### config.mk
export PLATFORM = sky130hd
export DESIGN_NAME = ndef_id_pin_extractor_flat
export DESIGN_NICKNAME = d
export VERILOG_FILES = /design/src/rtl/nip_pkg.sv /design/src/rtl/nip_stream_if.sv /design/src/rtl/nip_atol.sv /design/src/rtl/nip_parser.sv /design/src/rtl/ndef_id_pin_extractor.sv /design/src/flat_wrapper.sv
export SDC_FILE = /design/constraint.sdc
export NUM_CORES = 1
export LEC_CHECK = 0
export ABC_AREA = 1
export BUFFER_PORTS_ARGS = -buffer_cell sky130_fd_sc_hd__buf_2
export CAP_MARGIN = 20
export CORE_UTILIZATION = 60
export DETAILED_ROUTE_END_ITERATION = 8
export GPL_TIMING_DRIVEN = 0
export PLACE_DENSITY_LB_ADDON = 0.25
export SYNTH_ARGS = -nofsm -noshare
export SYNTH_HDL_FRONTEND = slang
export SYNTH_HIERARCHICAL = 1
export SYNTH_SLANG_ARGS = --single-unit
### constraint.sdc
create_clock -name clk -period 13.03 [get_ports clk]
set_clock_uncertainty 0.1 [all_clocks]
set_input_delay 1.9545 -clock clk [delete_from_list [all_inputs] [get_ports clk]]
set_output_delay 1.9545 -clock clk [all_outputs]
set_load 0.005 [all_outputs]
### src/rtl/nip_pkg.sv
// Types and constants of the NDEF id/pin extractor.
// No dependencies; nip_atol, nip_parser, the top level and the testbench import this package.
package nip_pkg;

  // Width of the extracted decimal values.
  localparam int VAL_W = 31;

  // Protocol constants.
  localparam logic [7:0] TLV_NDEF  = 8'h03;
  localparam logic [7:0] SR_MASK   = 8'h10;
  localparam logic [7:0] TYPE_TEXT = 8'h54;
  localparam logic [7:0] LANG_MASK = 8'h3F;
  localparam int         TEXT_CAP  = 48;
  localparam logic [2:0] MAX_RECORDS = 3'd4;
  localparam logic [2:0] ID_RECORD   = 3'd3;
  localparam logic [2:0] PIN_RECORD  = 3'd4;
  localparam logic [VAL_W-1:0] SAT31 = {VAL_W{1'b1}};

  // Characters seen by the text-to-number converter.
  localparam logic [7:0] CH_NUL   = 8'h00;
  localparam logic [7:0] CH_TAB   = 8'h09;
  localparam logic [7:0] CH_CR    = 8'h0D;
  localparam logic [7:0] CH_SPACE = 8'h20;
  localparam logic [7:0] CH_PLUS  = 8'h2B;
  localparam logic [7:0] CH_MINUS = 8'h2D;
  localparam logic [7:0] CH_ZERO  = 8'h30;
  localparam logic [7:0] CH_NINE  = 8'h39;

  // Parser phases.
  typedef enum logic [2:0] {
    PH_SEARCH,
    PH_TLVLEN,
    PH_HDR,
    PH_TLEN,
    PH_PLEN,
    PH_TYPE,
    PH_PAYLOAD,
    PH_DONE
  } phase_t;

  // Number converter status.
  typedef struct packed {
    logic sign;
    logic started;
    logic stopped;
  } num_flags_t;

  // One input transaction.
  typedef struct packed {
    logic [7:0] data_byte;
    logic       read_fail;
    logic       last_byte;
  } in_item_t;

  // One result transaction.
  typedef struct packed {
    logic             parse_ok;
    logic [VAL_W-1:0] card_id;
    logic [VAL_W-1:0] card_pin;
    logic             id_valid;
  } out_item_t;

endpackage

### src/rtl/nip_stream_if.sv
// Valid/ready stream interface used for the byte input and the result output.
// The payload type is a parameter; no other dependencies.
interface nip_stream_if #(
  parameter type T = logic
);
  logic valid;
  logic ready;
  T     data;

  modport source (output valid, output data, input ready);
  modport sink (input valid, input data, output ready);
endinterface

### src/rtl/nip_atol.sv
// Combinational step of the decimal text converter: one character per call.
// Depends on nip_pkg.
module nip_atol (
  input  logic [7:0]                acc_byte,
  input  logic [nip_pkg::VAL_W-1:0] acc,
  input  nip_pkg::num_flags_t       flags,
  output logic [nip_pkg::VAL_W-1:0] acc_next,
  output nip_pkg::num_flags_t       flags_next
);
  import nip_pkg::*;

  logic        is_digit;
  logic        is_space;
  logic [34:0] mul10;

  assign is_digit = (acc_byte >= CH_ZERO) && (acc_byte <= CH_NINE);
  assign is_space = (acc_byte == CH_SPACE) || ((acc_byte >= CH_TAB) && (acc_byte <= CH_CR));

  // Multiply by ten as two shifts; the low nibble of a digit is its value.
  assign mul10 = ({4'b0, acc} << 3) + ({4'b0, acc} << 1) + 35'(acc_byte[3:0]);

  // Skip leading blanks, take one sign, then digits until anything else.
  always_comb begin
    acc_next   = acc;
    flags_next = flags;
    if (!flags.stopped) begin
      if (acc_byte == CH_NUL) begin
        flags_next.stopped = 1'b1;
      end else if (!flags.started && is_space) begin
        flags_next = flags;
      end else if (!flags.started && ((acc_byte == CH_PLUS) || (acc_byte == CH_MINUS))) begin
        flags_next.started = 1'b1;
        flags_next.sign    = (acc_byte == CH_MINUS);
      end else if (!is_digit) begin
        flags_next.stopped = 1'b1;
      end else begin
        flags_next.started = 1'b1;
        acc_next = (mul10 > 35'(SAT31)) ? SAT31 : mul10[VAL_W-1:0];
      end
    end
  end

endmodule

### src/rtl/nip_parser.sv
// Parse state and per-byte next-state logic of the NDEF id/pin extractor.
// Depends on nip_pkg and nip_atol.
module nip_parser #(
  parameter int MEM_BYTES = 64
) (
  input  logic               clk,
  input  logic               rst,
  input  logic               step,
  input  nip_pkg::in_item_t  item,
  output nip_pkg::out_item_t res
);
  import nip_pkg::*;

  localparam int PW = $clog2(MEM_BYTES + 1);
  localparam int SW = ((PW > 8) ? PW : 8) + 2;
  localparam logic [PW-1:0] MEM_LIMIT = PW'(MEM_BYTES);
  localparam logic [PW-1:0] LAST_POS  = PW'(MEM_BYTES - 1);

  // State registers.
  logic [PW-1:0]    byte_index, byte_index_next;
  phase_t           phase, phase_next;
  logic [PW-1:0]    message_end, message_end_next;
  logic [2:0]       record_number, record_number_next;
  logic [7:0]       type_length, type_length_next;
  logic [7:0]       payload_length, payload_length_next;
  logic [7:0]       field_offset, field_offset_next;
  logic [7:0]       record_type, record_type_next;
  logic [5:0]       language_length, language_length_next;
  logic [5:0]       text_count, text_count_next;
  logic [VAL_W-1:0] number_acc, number_acc_next;
  num_flags_t       number_flags, number_flags_next;
  logic [VAL_W-1:0] id_value, id_value_next;
  logic [VAL_W-1:0] pin_value, pin_value_next;
  logic             error_flag, error_flag_next;

  // Helpers.
  logic             in_range;
  logic             is_final;
  logic             take;
  logic             fail;
  logic             finish;
  logic [SW-1:0]    pos_w;
  logic [SW-1:0]    end_w;
  logic [SW-1:0]    tlv_end;
  logic [PW-1:0]    tlv_end_cap;
  logic             hdr_over;
  logic             rec_over;
  logic             next_pos_done;
  logic [7:0]       fo_inc;
  logic             text_window;
  logic [VAL_W-1:0] acc_fed;
  num_flags_t       flags_fed;
  logic [VAL_W-1:0] rec_value;
  logic             ok;

  assign in_range = byte_index < MEM_LIMIT;
  assign is_final = item.last_byte || (byte_index == LAST_POS);
  assign take     = in_range && !(error_flag || item.read_fail);

  // Position arithmetic, wide enough for position plus two length bytes.
  assign pos_w         = SW'(byte_index);
  assign end_w         = SW'(message_end);
  assign tlv_end       = pos_w + SW'(1) + SW'(item.data_byte);
  assign tlv_end_cap   = (tlv_end > SW'(MEM_BYTES)) ? MEM_LIMIT : tlv_end[PW-1:0];
  assign hdr_over      = (pos_w + SW'(3)) > end_w;
  assign rec_over      = (pos_w + SW'(1) + SW'(type_length) + SW'(item.data_byte)) > end_w;
  assign next_pos_done = (pos_w + SW'(1)) >= end_w;
  assign fo_inc        = field_offset + 8'd1;
  assign text_window   = (field_offset >= (8'(language_length) + 8'd1))
                         && (text_count < 6'(TEXT_CAP - 1));

  nip_atol u_atol (
    .acc_byte   (item.data_byte),
    .acc        (number_acc),
    .flags      (number_flags),
    .acc_next   (acc_fed),
    .flags_next (flags_fed)
  );

  // Next state for one accepted byte.
  always_comb begin
    byte_index_next      = in_range ? PW'(byte_index + PW'(1)) : byte_index;
    phase_next           = phase;
    message_end_next     = message_end;
    record_number_next   = record_number;
    type_length_next     = type_length;
    payload_length_next  = payload_length;
    field_offset_next    = field_offset;
    record_type_next     = record_type;
    language_length_next = language_length;
    text_count_next      = text_count;
    number_acc_next      = number_acc;
    number_flags_next    = number_flags;
    id_value_next        = id_value;
    pin_value_next       = pin_value;
    fail                 = 1'b0;
    finish               = 1'b0;

    if (take) begin
      unique case (phase)
        PH_SEARCH: begin
          if (item.data_byte == TLV_NDEF) begin
            phase_next = PH_TLVLEN;
          end
        end
        PH_TLVLEN: begin
          if (is_final) begin
            fail = 1'b1;
          end else begin
            message_end_next = tlv_end_cap;
            phase_next = ((pos_w + SW'(1)) >= SW'(tlv_end_cap)) ? PH_DONE : PH_HDR;
          end
        end
        PH_HDR: begin
          if (((item.data_byte & SR_MASK) == 8'd0) || hdr_over) begin
            fail = 1'b1;
          end else begin
            phase_next = PH_TLEN;
          end
        end
        PH_TLEN: begin
          type_length_next = item.data_byte;
          phase_next = PH_PLEN;
        end
        PH_PLEN: begin
          payload_length_next = item.data_byte;
          if (rec_over) begin
            fail = 1'b1;
          end else begin
            record_number_next   = 3'(record_number + 3'd1);
            record_type_next     = 8'd0;
            field_offset_next    = 8'd0;
            language_length_next = 6'd0;
            text_count_next      = 6'd0;
            number_acc_next      = '0;
            number_flags_next    = '0;
            if (type_length != 8'd0) begin
              phase_next = PH_TYPE;
            end else if (item.data_byte != 8'd0) begin
              phase_next = PH_PAYLOAD;
            end else begin
              finish = 1'b1;
            end
          end
        end
        PH_TYPE: begin
          if (field_offset == 8'd0) begin
            record_type_next = item.data_byte;
          end
          field_offset_next = fo_inc;
          if (fo_inc >= type_length) begin
            field_offset_next = 8'd0;
            if (payload_length != 8'd0) begin
              phase_next = PH_PAYLOAD;
            end else begin
              finish = 1'b1;
            end
          end
        end
        PH_PAYLOAD: begin
          if (field_offset == 8'd0) begin
            language_length_next = 6'(item.data_byte & LANG_MASK);
          end else if (text_window) begin
            number_acc_next   = acc_fed;
            number_flags_next = flags_fed;
            text_count_next   = text_count + 6'd1;
          end
          field_offset_next = fo_inc;
          if (fo_inc >= payload_length) begin
            finish = 1'b1;
          end
        end
        PH_DONE: begin
          phase_next = PH_DONE;
        end
        default: begin
          phase_next = PH_DONE;
        end
      endcase
    end

    // End of a record: store a text value, then decide whether more follow.
    rec_value = number_flags_next.sign ? '0 : number_acc_next;
    if (finish) begin
      if ((record_type_next == TYPE_TEXT) && (payload_length_next != 8'd0)) begin
        if (record_number_next == ID_RECORD) begin
          id_value_next = rec_value;
        end else if (record_number_next == PIN_RECORD) begin
          pin_value_next = rec_value;
        end
      end
      phase_next = ((record_number_next >= MAX_RECORDS) || next_pos_done) ? PH_DONE : PH_HDR;
    end

    if (fail) begin
      phase_next = PH_DONE;
    end
    error_flag_next = error_flag || item.read_fail || fail;
  end

  // Result of the image, taken from the state after the last byte.
  always_comb begin
    ok           = !error_flag_next && ((phase_next == PH_HDR) || (phase_next == PH_DONE));
    res.parse_ok = ok;
    res.card_id  = ok ? id_value_next : '0;
    res.card_pin = ok ? pin_value_next : '0;
    res.id_valid = ok && (id_value_next != '0);
  end

  // State update; the last byte of an image returns everything to reset.
  always_ff @(posedge clk) begin
    if (rst || (step && item.last_byte)) begin
      byte_index      <= '0;
      phase           <= PH_SEARCH;
      message_end     <= '0;
      record_number   <= '0;
      type_length     <= '0;
      payload_length  <= '0;
      field_offset    <= '0;
      record_type     <= '0;
      language_length <= '0;
      text_count      <= '0;
      number_acc      <= '0;
      number_flags    <= '0;
      id_value        <= '0;
      pin_value       <= '0;
      error_flag      <= 1'b0;
    end else if (step) begin
      byte_index      <= byte_index_next;
      phase           <= phase_next;
      message_end     <= message_end_next;
      record_number   <= record_number_next;
      type_length     <= type_length_next;
      payload_length  <= payload_length_next;
      field_offset    <= field_offset_next;
      record_type     <= record_type_next;
      language_length <= language_length_next;
      text_count      <= text_count_next;
      number_acc      <= number_acc_next;
      number_flags    <= number_flags_next;
      id_value        <= id_value_next;
      pin_value       <= pin_value_next;
      error_flag      <= error_flag_next;
    end
  end

endmodule

### src/rtl/ndef_id_pin_extractor.sv
// NDEF id/pin extractor: one tag memory byte per transaction, one result per image.
// Throughput is one byte per cycle while the input is not stalled; the parse state updates once per byte.
// A last byte is held in the input register, then its result is registered in the result register.
// Input stalls only while a finished result waits and the next last byte is held.
// Synchronous active-high reset clears the parse state and the valid bits of both stage registers.
// Depends on nip_pkg, nip_stream_if and nip_parser.
module ndef_id_pin_extractor #(
  parameter int MEM_BYTES = 64
) (
  input  logic                clk,
  input  logic                rst,
  nip_stream_if.sink          bytes,
  nip_stream_if.source        result
);
  import nip_pkg::*;

  logic      in_valid_q;
  in_item_t  in_q;
  logic      out_valid_q;
  out_item_t out_q;
  out_item_t res;
  logic      out_free;
  logic      fire;

  // A byte is processed unless it closes an image and the result slot is full and not being read.
  assign out_free    = !out_valid_q || result.ready;
  assign fire        = in_valid_q && (!in_q.last_byte || out_free);
  assign bytes.ready = !in_valid_q || fire;

  // Input register.
  always_ff @(posedge clk) begin
    if (rst) begin
      in_valid_q <= 1'b0;
    end else if (bytes.ready) begin
      in_valid_q <= bytes.valid;
    end
  end

  always_ff @(posedge clk) begin
    if (bytes.valid && bytes.ready) begin
      in_q <= bytes.data;
    end
  end

  nip_parser #(
    .MEM_BYTES (MEM_BYTES)
  ) u_parser (
    .clk  (clk),
    .rst  (rst),
    .step (fire),
    .item (in_q),
    .res  (res)
  );

  // Result register.
  always_ff @(posedge clk) begin
    if (rst) begin
      out_valid_q <= 1'b0;
    end else if (fire && in_q.last_byte) begin
      out_valid_q <= 1'b1;
    end else if (result.ready) begin
      out_valid_q <= 1'b0;
    end
  end

  always_ff @(posedge clk) begin
    if (fire && in_q.last_byte) begin
      out_q <= res;
    end
  end

  assign result.valid = out_valid_q;
  assign result.data  = out_q;

endmodule

### src/flat_wrapper.sv
// flat-port wrapper written by rule: the top's interface ports become plain ports
module ndef_id_pin_extractor_flat import nip_pkg::*;
#(
  parameter int MEM_BYTES = 64
)
  (clk, rst, bytes_valid, bytes_data, bytes_ready, result_valid, result_data, result_ready);
  nip_stream_if #(.T(in_item_t)) bytes_i ();
  nip_stream_if #(.T(out_item_t)) result_i ();
  input  logic clk;
  input  logic rst;
  input wire logic [$bits(bytes_i.valid)-1:0] bytes_valid;
  input wire logic [$bits(bytes_i.data)-1:0] bytes_data;
  output wire logic [$bits(bytes_i.ready)-1:0] bytes_ready;
  output wire logic [$bits(result_i.valid)-1:0] result_valid;
  output wire logic [$bits(result_i.data)-1:0] result_data;
  input wire logic [$bits(result_i.ready)-1:0] result_ready;
  assign bytes_i.valid = bytes_valid;
  assign bytes_i.data = bytes_data;
  assign bytes_ready = bytes_i.ready;
  assign result_valid = result_i.valid;
  assign result_data = result_i.data;
  assign result_i.ready = result_ready;
  ndef_id_pin_extractor #(.MEM_BYTES(MEM_BYTES)) u_core (.clk(clk), .rst(rst), .bytes(bytes_i), .result(result_i));
endmodule
* After elaboration in Yosys (flattened, before gate mapping)
Index checks and enable logic that the tools add are counted.
W data, S select, Z words.
** Storage, ports and cells
- Output and inout bits :: 66
- Bits in registers :: 237
- Word-level logic and storage cells :: 210
** Operators by class
- Mux-type cells :: 81
- Bitwise gates (word level) :: 1
- Eq/ne operators :: 25
- Add/sub/neg operators :: 12
- Reductions and logical operators :: 49
- Magnitude comparators :: 16
** Operator list (count)
- $mux W31 :: 18
- $mux W3 :: 22
- $pmux W31 S2 :: 1
- $mux W8 :: 7
- $add A34 B32 Y35 :: 1
- $add A35 B4 Y35 :: 1
- $gt A35 B31 Y1 const B :: 1
- $reduce_bool A8 Y1 :: 4
- $reduce_bool A31 Y1 :: 1
- $add A10 B8 Y10 :: 3
- $eq A8 B6 Y1 const B :: 3
- $logic_not A8 Y1 :: 3
- $mux W6 :: 4
- $pmux W6 S2 :: 2
- $pmux W8 S3 :: 1
- $pmux W3 S7 :: 1
- $mux W1 :: 19
- $eq A3 B3 Y1 const B :: 6
- $ge A8 B7 Y1 :: 2
- $ge A8 B8 Y1 :: 2
- $pmux W8 S2 :: 1
- $ne A2 B2 Y1 const B :: 7
- $eq A3 B2 Y1 const B :: 4
- $logic_and A1 B1 Y1 :: 12
- other kinds (39) :: 58

* Depth between registers and ports, before layout
- Depth after elaboration :: 19
- Depth in mapped cells :: 39
- Gate-level depth less buffers :: 37

* Hierarchy
Netlist, hierarchy kept.
** Modules (own cells, without submodules)
- nip_parser :: times used 1, cells an instance 1729, area each 11247.0 sq um, seq. area each 3223.1 sq um
- nip_atol :: times used 1, cells an instance 754, area each 3922.5 sq um, seq. area each 0.0 sq um
- ndef_id_pin_extractor :: times used 1, cells an instance 93, area each 2343.5 sq um, seq. area each 2262.2 sq um

* Least setup slack after synthesis
No wires, ideal clock.
- Path kind :: reg-to-reg
- From :: register u_core.u_parser.byte_index[0]
- To :: register u_core.out_q (netlist bit u_core/result.data[2]) (data pin)
- Cell stages (with the launch flop) :: 31
- Library setup time :: 0.265 ns
- Clock period less this slack :: 4.946 ns
- Data arrival time :: 4.581 ns
- Data required time :: 12.665 ns
- Slack :: 8.084 ns
- Cells stage by stage :: dfxtp_1 > inv_1 > ha_1 > inv_1 > fa_1 > inv_1 > ha_1 > inv_1 > fa_1 > inv_1 > nand2_1 > nand2_1 > xnor2_1 > inv_1 > ha_1 > nand2_1 > nor2_1 > nand4_1 > nand3_2 > buf_6 > nand3_1 > nand2_1 > nand2_1 > nor2_1 > buf_2 > nand2_2 > nor4_4 > buf_4 > o21ai_1 > o21ai_1 > nor2_1
** Between the ends
- Cells in the longest elaborated chain, start to end :: 15
** Ends and longest elaborated chain
- start, declared :: RTL line nip_parser.sv:20 : logic [PW-1:0] byte_index, byte_index_next;
- start signal, assigned :: RTL line nip_parser.sv:229 : byte_index <= byte_index_next;
- $add A7 B1 Y8
- $add A10 B8 Y10 (2 in series) :: RTL line nip_parser.sv:66 : assign rec_over = (pos_w + SW'(1) + SW'(type_length) + SW'(item.data_byte)) > end_w;
- $gt A10 B7 Y1 :: RTL line nip_parser.sv:66
- $mux W3 :: RTL line nip_parser.sv:127 : if (rec_over) begin
- $mux W3 :: RTL line nip_parser.sv:100 : unique case (phase)
- $mux W3 :: RTL line nip_parser.sv:99 : if (take) begin
- $ge A3 B3 Y1 :: RTL line nip_parser.sv:192 : phase_next = ((record_number_next >= MAX_RECORDS) || next_pos_done) ? PH_DONE : PH_HDR;
- $logic_or A1 B1 Y1 :: RTL line nip_parser.sv:192
- $mux W3 :: RTL line nip_parser.sv:192
- $mux W3 :: RTL line nip_parser.sv:184 : if (finish) begin
- $mux W3 :: RTL line nip_parser.sv:195 : if (fail) begin
- $eq A3 B2 Y1 / $eq A3 B3 Y1 (equally long branches) :: RTL line nip_parser.sv:203 : ok = !error_flag_next && ((phase_next == PH_HDR) || (phase_next == PH_DONE));
- $logic_or A1 B1 Y1 :: RTL line nip_parser.sv:203
- $logic_and A1 B1 Y1 :: RTL line nip_parser.sv:203
- end signal, assigned :: RTL line ndef_id_pin_extractor.sv:68 : out_q <= res;
- end, declared :: RTL line ndef_id_pin_extractor.sv:20 : out_item_t out_q;
Parallel ways exist; a longest one is shown, timed or not. The select of a mux whose other input is x is not followed.
A chain may end at the register's enable or synchronous reset.

* Final worst setup path
- From :: register u_core.u_parser.byte_index[0]
- To :: register u_core.out_q (netlist bit u_core/result.data[63]) (data pin)
** Between the ends
- Cells in the longest elaborated chain, start to end :: 15
** Ends and longest elaborated chain
- $add A7 B1 Y8
- $add A10 B8 Y10 (2 in series) :: RTL line nip_parser.sv:66
- $gt A10 B7 Y1 :: RTL line nip_parser.sv:66
- $mux W3 :: RTL line nip_parser.sv:127
- $mux W3 :: RTL line nip_parser.sv:100
- $mux W3 :: RTL line nip_parser.sv:99
- $ge A3 B3 Y1 :: RTL line nip_parser.sv:192
- $logic_or A1 B1 Y1 :: RTL line nip_parser.sv:192
- $mux W3 :: RTL line nip_parser.sv:192
- $mux W3 :: RTL line nip_parser.sv:184
- $mux W3 :: RTL line nip_parser.sv:195
- $eq A3 B2 Y1 / $eq A3 B3 Y1 (equally long branches) :: RTL line nip_parser.sv:203
- $logic_or A1 B1 Y1 :: RTL line nip_parser.sv:203
- $logic_and A1 B1 Y1 * :: RTL line nip_parser.sv:203
- via u_core.u_parser.ok :: RTL line nip_parser.sv:54 : logic ok;
The timed path passes the listed nets; every way through them passes the cells marked *.

==> results.yml <==
outcome:
  status: "complete, no violations"
timing:
  finalHoldViolations: 0
  fin_crit_sh: 0.5101
  setup_viol: 0
  slew_headroom: 0.3571
  fmax_mhz: 150.5
  tns_ps: 0
  finalMaxSlewViolations: 0
  period_minus_slack_ps: 6646
  tightestPinTransition_ps: 952.0
  grt_setup_unrepaired: "no"
logic_synthesis:
  yosys-top-cells-area: "dfxtp_1 (19%), edfxtp_1 (13%), nand2_1 (12%)"
  ys_seq_area_frac: 0.3132
  synth_common_cells: "nand2_1 (579), inv_1 (499), nor2_1 (240)"
  yosysMostFrequentCell: "nand2_1"
  avgSynthCellArea_um2: 6.799
  synth_top_cell_area_share: 0.1863
  async_flop_share: 0
  synth.cell_area_mm2: 0.01751
  synth_cells: 2576
  syn-num-nets: 2734
  synth_edf_count: 74
  ys_ff_latch: 237
  ys_types: 51
  ys_warn_count: 6
  ys.flop_type: "dfxtp_1"
  synth_top_area_cell: "dfxtp_1"
global_route:
  gr-total-overflow: 0
  grt_pass1_wl_um: 82330
  grt_pass1_vias: 16280
  antenna_found_initial: 1
  grtUsageTotal: 0.3405
  grt_max_degree: 51
min_path:
  hp-class: "flop to flop"
  worstHoldStart: "u_core/u_parser/text_count[5]"
cts:
  numCtsBuffers: 26
  clock_latency_ps: 540
  cts_root_buf: "clkbuf_16"
  cts_sinks: 237
  cts_resized: 0
  cts_setup_buffers: 0
  ctsHtreeMaxLevel: 1
  ctsHoldBuffers: 0
  clk_path_buf_depth: 3
  cts_tree: "yes"
  path_clk_slew_ps: 60
floorplanning:
  rows: 62
  dieHeight_um: 172.8
  die_area_mm2: 0.02988
  coreArea_mm2: 0.02870
  initial_core_util: 0.6102
  io-pin-count: 80
  fp.dieW_um: 172.8
finish:
  utilization: 0.6714
  fillers: 2559
  antenna_cells: 0
  layout-drive-gt1-share: 0.09948
  areaGrowthSynthToFinish_pct: 10.04
  final_nets: 2842
route:
  wl_per_cell_um: 16.71
  drc: 0
  routed_wl_um: 51590
  antenna_left: 0
  drt-vias-per-instance: 5.617
  drtIter0Drc: 1903
  drt_pre_antenna_iters: 6
  vias: 17350
critical_path:
  endpoint_kind: "flop"
  critical-path-max-stage-delay_ps: 510
  cp-startpoint: "u_core/u_parser/byte_index[0]"
  cp_slowest_cell: "fa_1"
  worstSetupPathType: "flop to flop"
  worstPathRequired_ps: 13230
  critical_path_arrival_ps: 6850
  startpoint_type: "flop"
  worst-path-max-fanout: 10
  cp_common_cell: "nand2_1"
  r2r-start: "u_core/u_parser/byte_index[0]"
pwr:
  p_leak_nw: 9.993
  peakVddDrop_v: 0.0001008
  p_per_area_mw_per_mm2: 100.2
placement:
  hpwl_um: 39980
  place.gp.congestion: 0.9739
  portBuffers: 79
run:
  maxCapViolations: 0
==> report_power, final <==
part | leakage, nW | switching, mW | total [mW] | internal (mW)
Combinational | 7.51 | 0.242 | 0.366 | 0.124
Sequential | 2.06 | 0.0306 | 0.822 | 0.791
Clock | 0.423 | 0.308 | 0.743 | 0.435
Total | 9.99 | 0.581 | 1.93 | 1.35
==> flip-flops by register name, summed over array words and instances (netlist names), 7 cells and up <==
name	cells
u_core/in_q	10
u_core/result.data	64
u_core/u_parser/byte_index	7
u_core/u_parser/field_offset	8
u_core/u_parser/id_value	31
u_core/u_parser/message_end	7
u_core/u_parser/number_acc	31
u_core/u_parser/payload_length	8
u_core/u_parser/pin_value	31
u_core/u_parser/record_type	8
u_core/u_parser/type_length	8
==> path summary, 6_finish.rpt <==
| kind | slack [ps] | cells past startpoint | to |
|---|---|---|---|
| hold / removal | 370 | 2 | u_core/u_parser/text_count[5] |
| setup / recovery | 6380 | 29 | u_core/result.data[63] |
| hold reg to reg | 370 | 2 | u_core/u_parser/text_count[5] |
| setup reg to reg | 6380 | 29 | u_core/result.data[63] |
==> layer usage <==
layer | wire length, um | vias to the layer above | track usage
met5 | 9 | - | 0
met4 | 2117 | 2 | 0.1501
met3 | 4222 | 151 | 0.04420
met2 | 23880 | 799 | 0.5754
met1 | 21360 | 7936 | 0.4356
li1 | - | 8457 | -
==> stage by stage <==
stage          hold slack [ps]  total power [mW]  cells  cell area, um^2  setup slack, ps
2_1_floorplan            330.4             1.088   2576            17510             8084
3_3_place_gp             342.7             1.180   3039            18390             6645
3_5_place_dp             366.5             1.191   3040            18410             6639
4_1_cts                  377.4             1.928   3088            19270             6520
5_1_grt                  393.0             2.009   3088            19270             6120
6_report                 374.2             1.931   3088            19270             6384
==> area by class of cell <==
cell class | instances | area, um^2 | share of cell area
multi-input cells | 1721 | 9614 | 0.4989
flip-flops and latches | 237 | 5485 | 0.2846
inverters | 522 | 1959 | 0.1017
clock buffers | 33 | 728.2 | 0.03778
well taps | 384 | 480.5 | 0.02493
plain buffers | 96 | 454.2 | 0.02357
repair buffers | 80 | 415.4 | 0.02155
clock inverters | 15 | 135.1 | 0.007012
==> cells by family (layout without fill, tap and decap cells) <==
| group | after synthesis | in the layout | synth area share |
|---|---|---|---|
| flip-flops | 237 | 237 | 0.3132 |
| AO/OA/AOI/OAI | 460 | 460 | 0.1525 |
| AND/OR/NAND/NOR | 1085 | 1085 | 0.2723 |
| XOR/XNOR | 31 | 31 | 0.01550 |
| adder cells (fa/ha/maj) | 144 | 144 | 0.1080 |
| buffers and inverters | 618 | 746 | 0.1378 |
| multiplexers | 1 | 1 | 0.0005716 |
==> layout by cell type, fill, tap and decap left out, types with 23 or more instances in the layout <==
cell type / count
nand2_1: 579
dfxtp_1: 163
clkbuf_1: 64
inv_1: 498
o21ai_0: 104
or2_2: 35
nand3_1: 95
nand3_2: 23
ha_1: 132
o211ai_1: 58
clkbuf_16: 27
nor2_1: 240
nand4_1: 45
a22oi_1: 24
o21ai_1: 56
buf_2: 94
edfxtp_1: 74
a21oi_1: 158
==> worst max-delay path: cells and delay by family (launching register included) <==
family,cells,cell delay [ps]
simple gates,15,2200
flops,1,440
compound gates,3,820
xor+xnor,2,570
fa+ha+maj,3,1050
buf+inv,6,1190
Power figures use the tool's default switching activity.
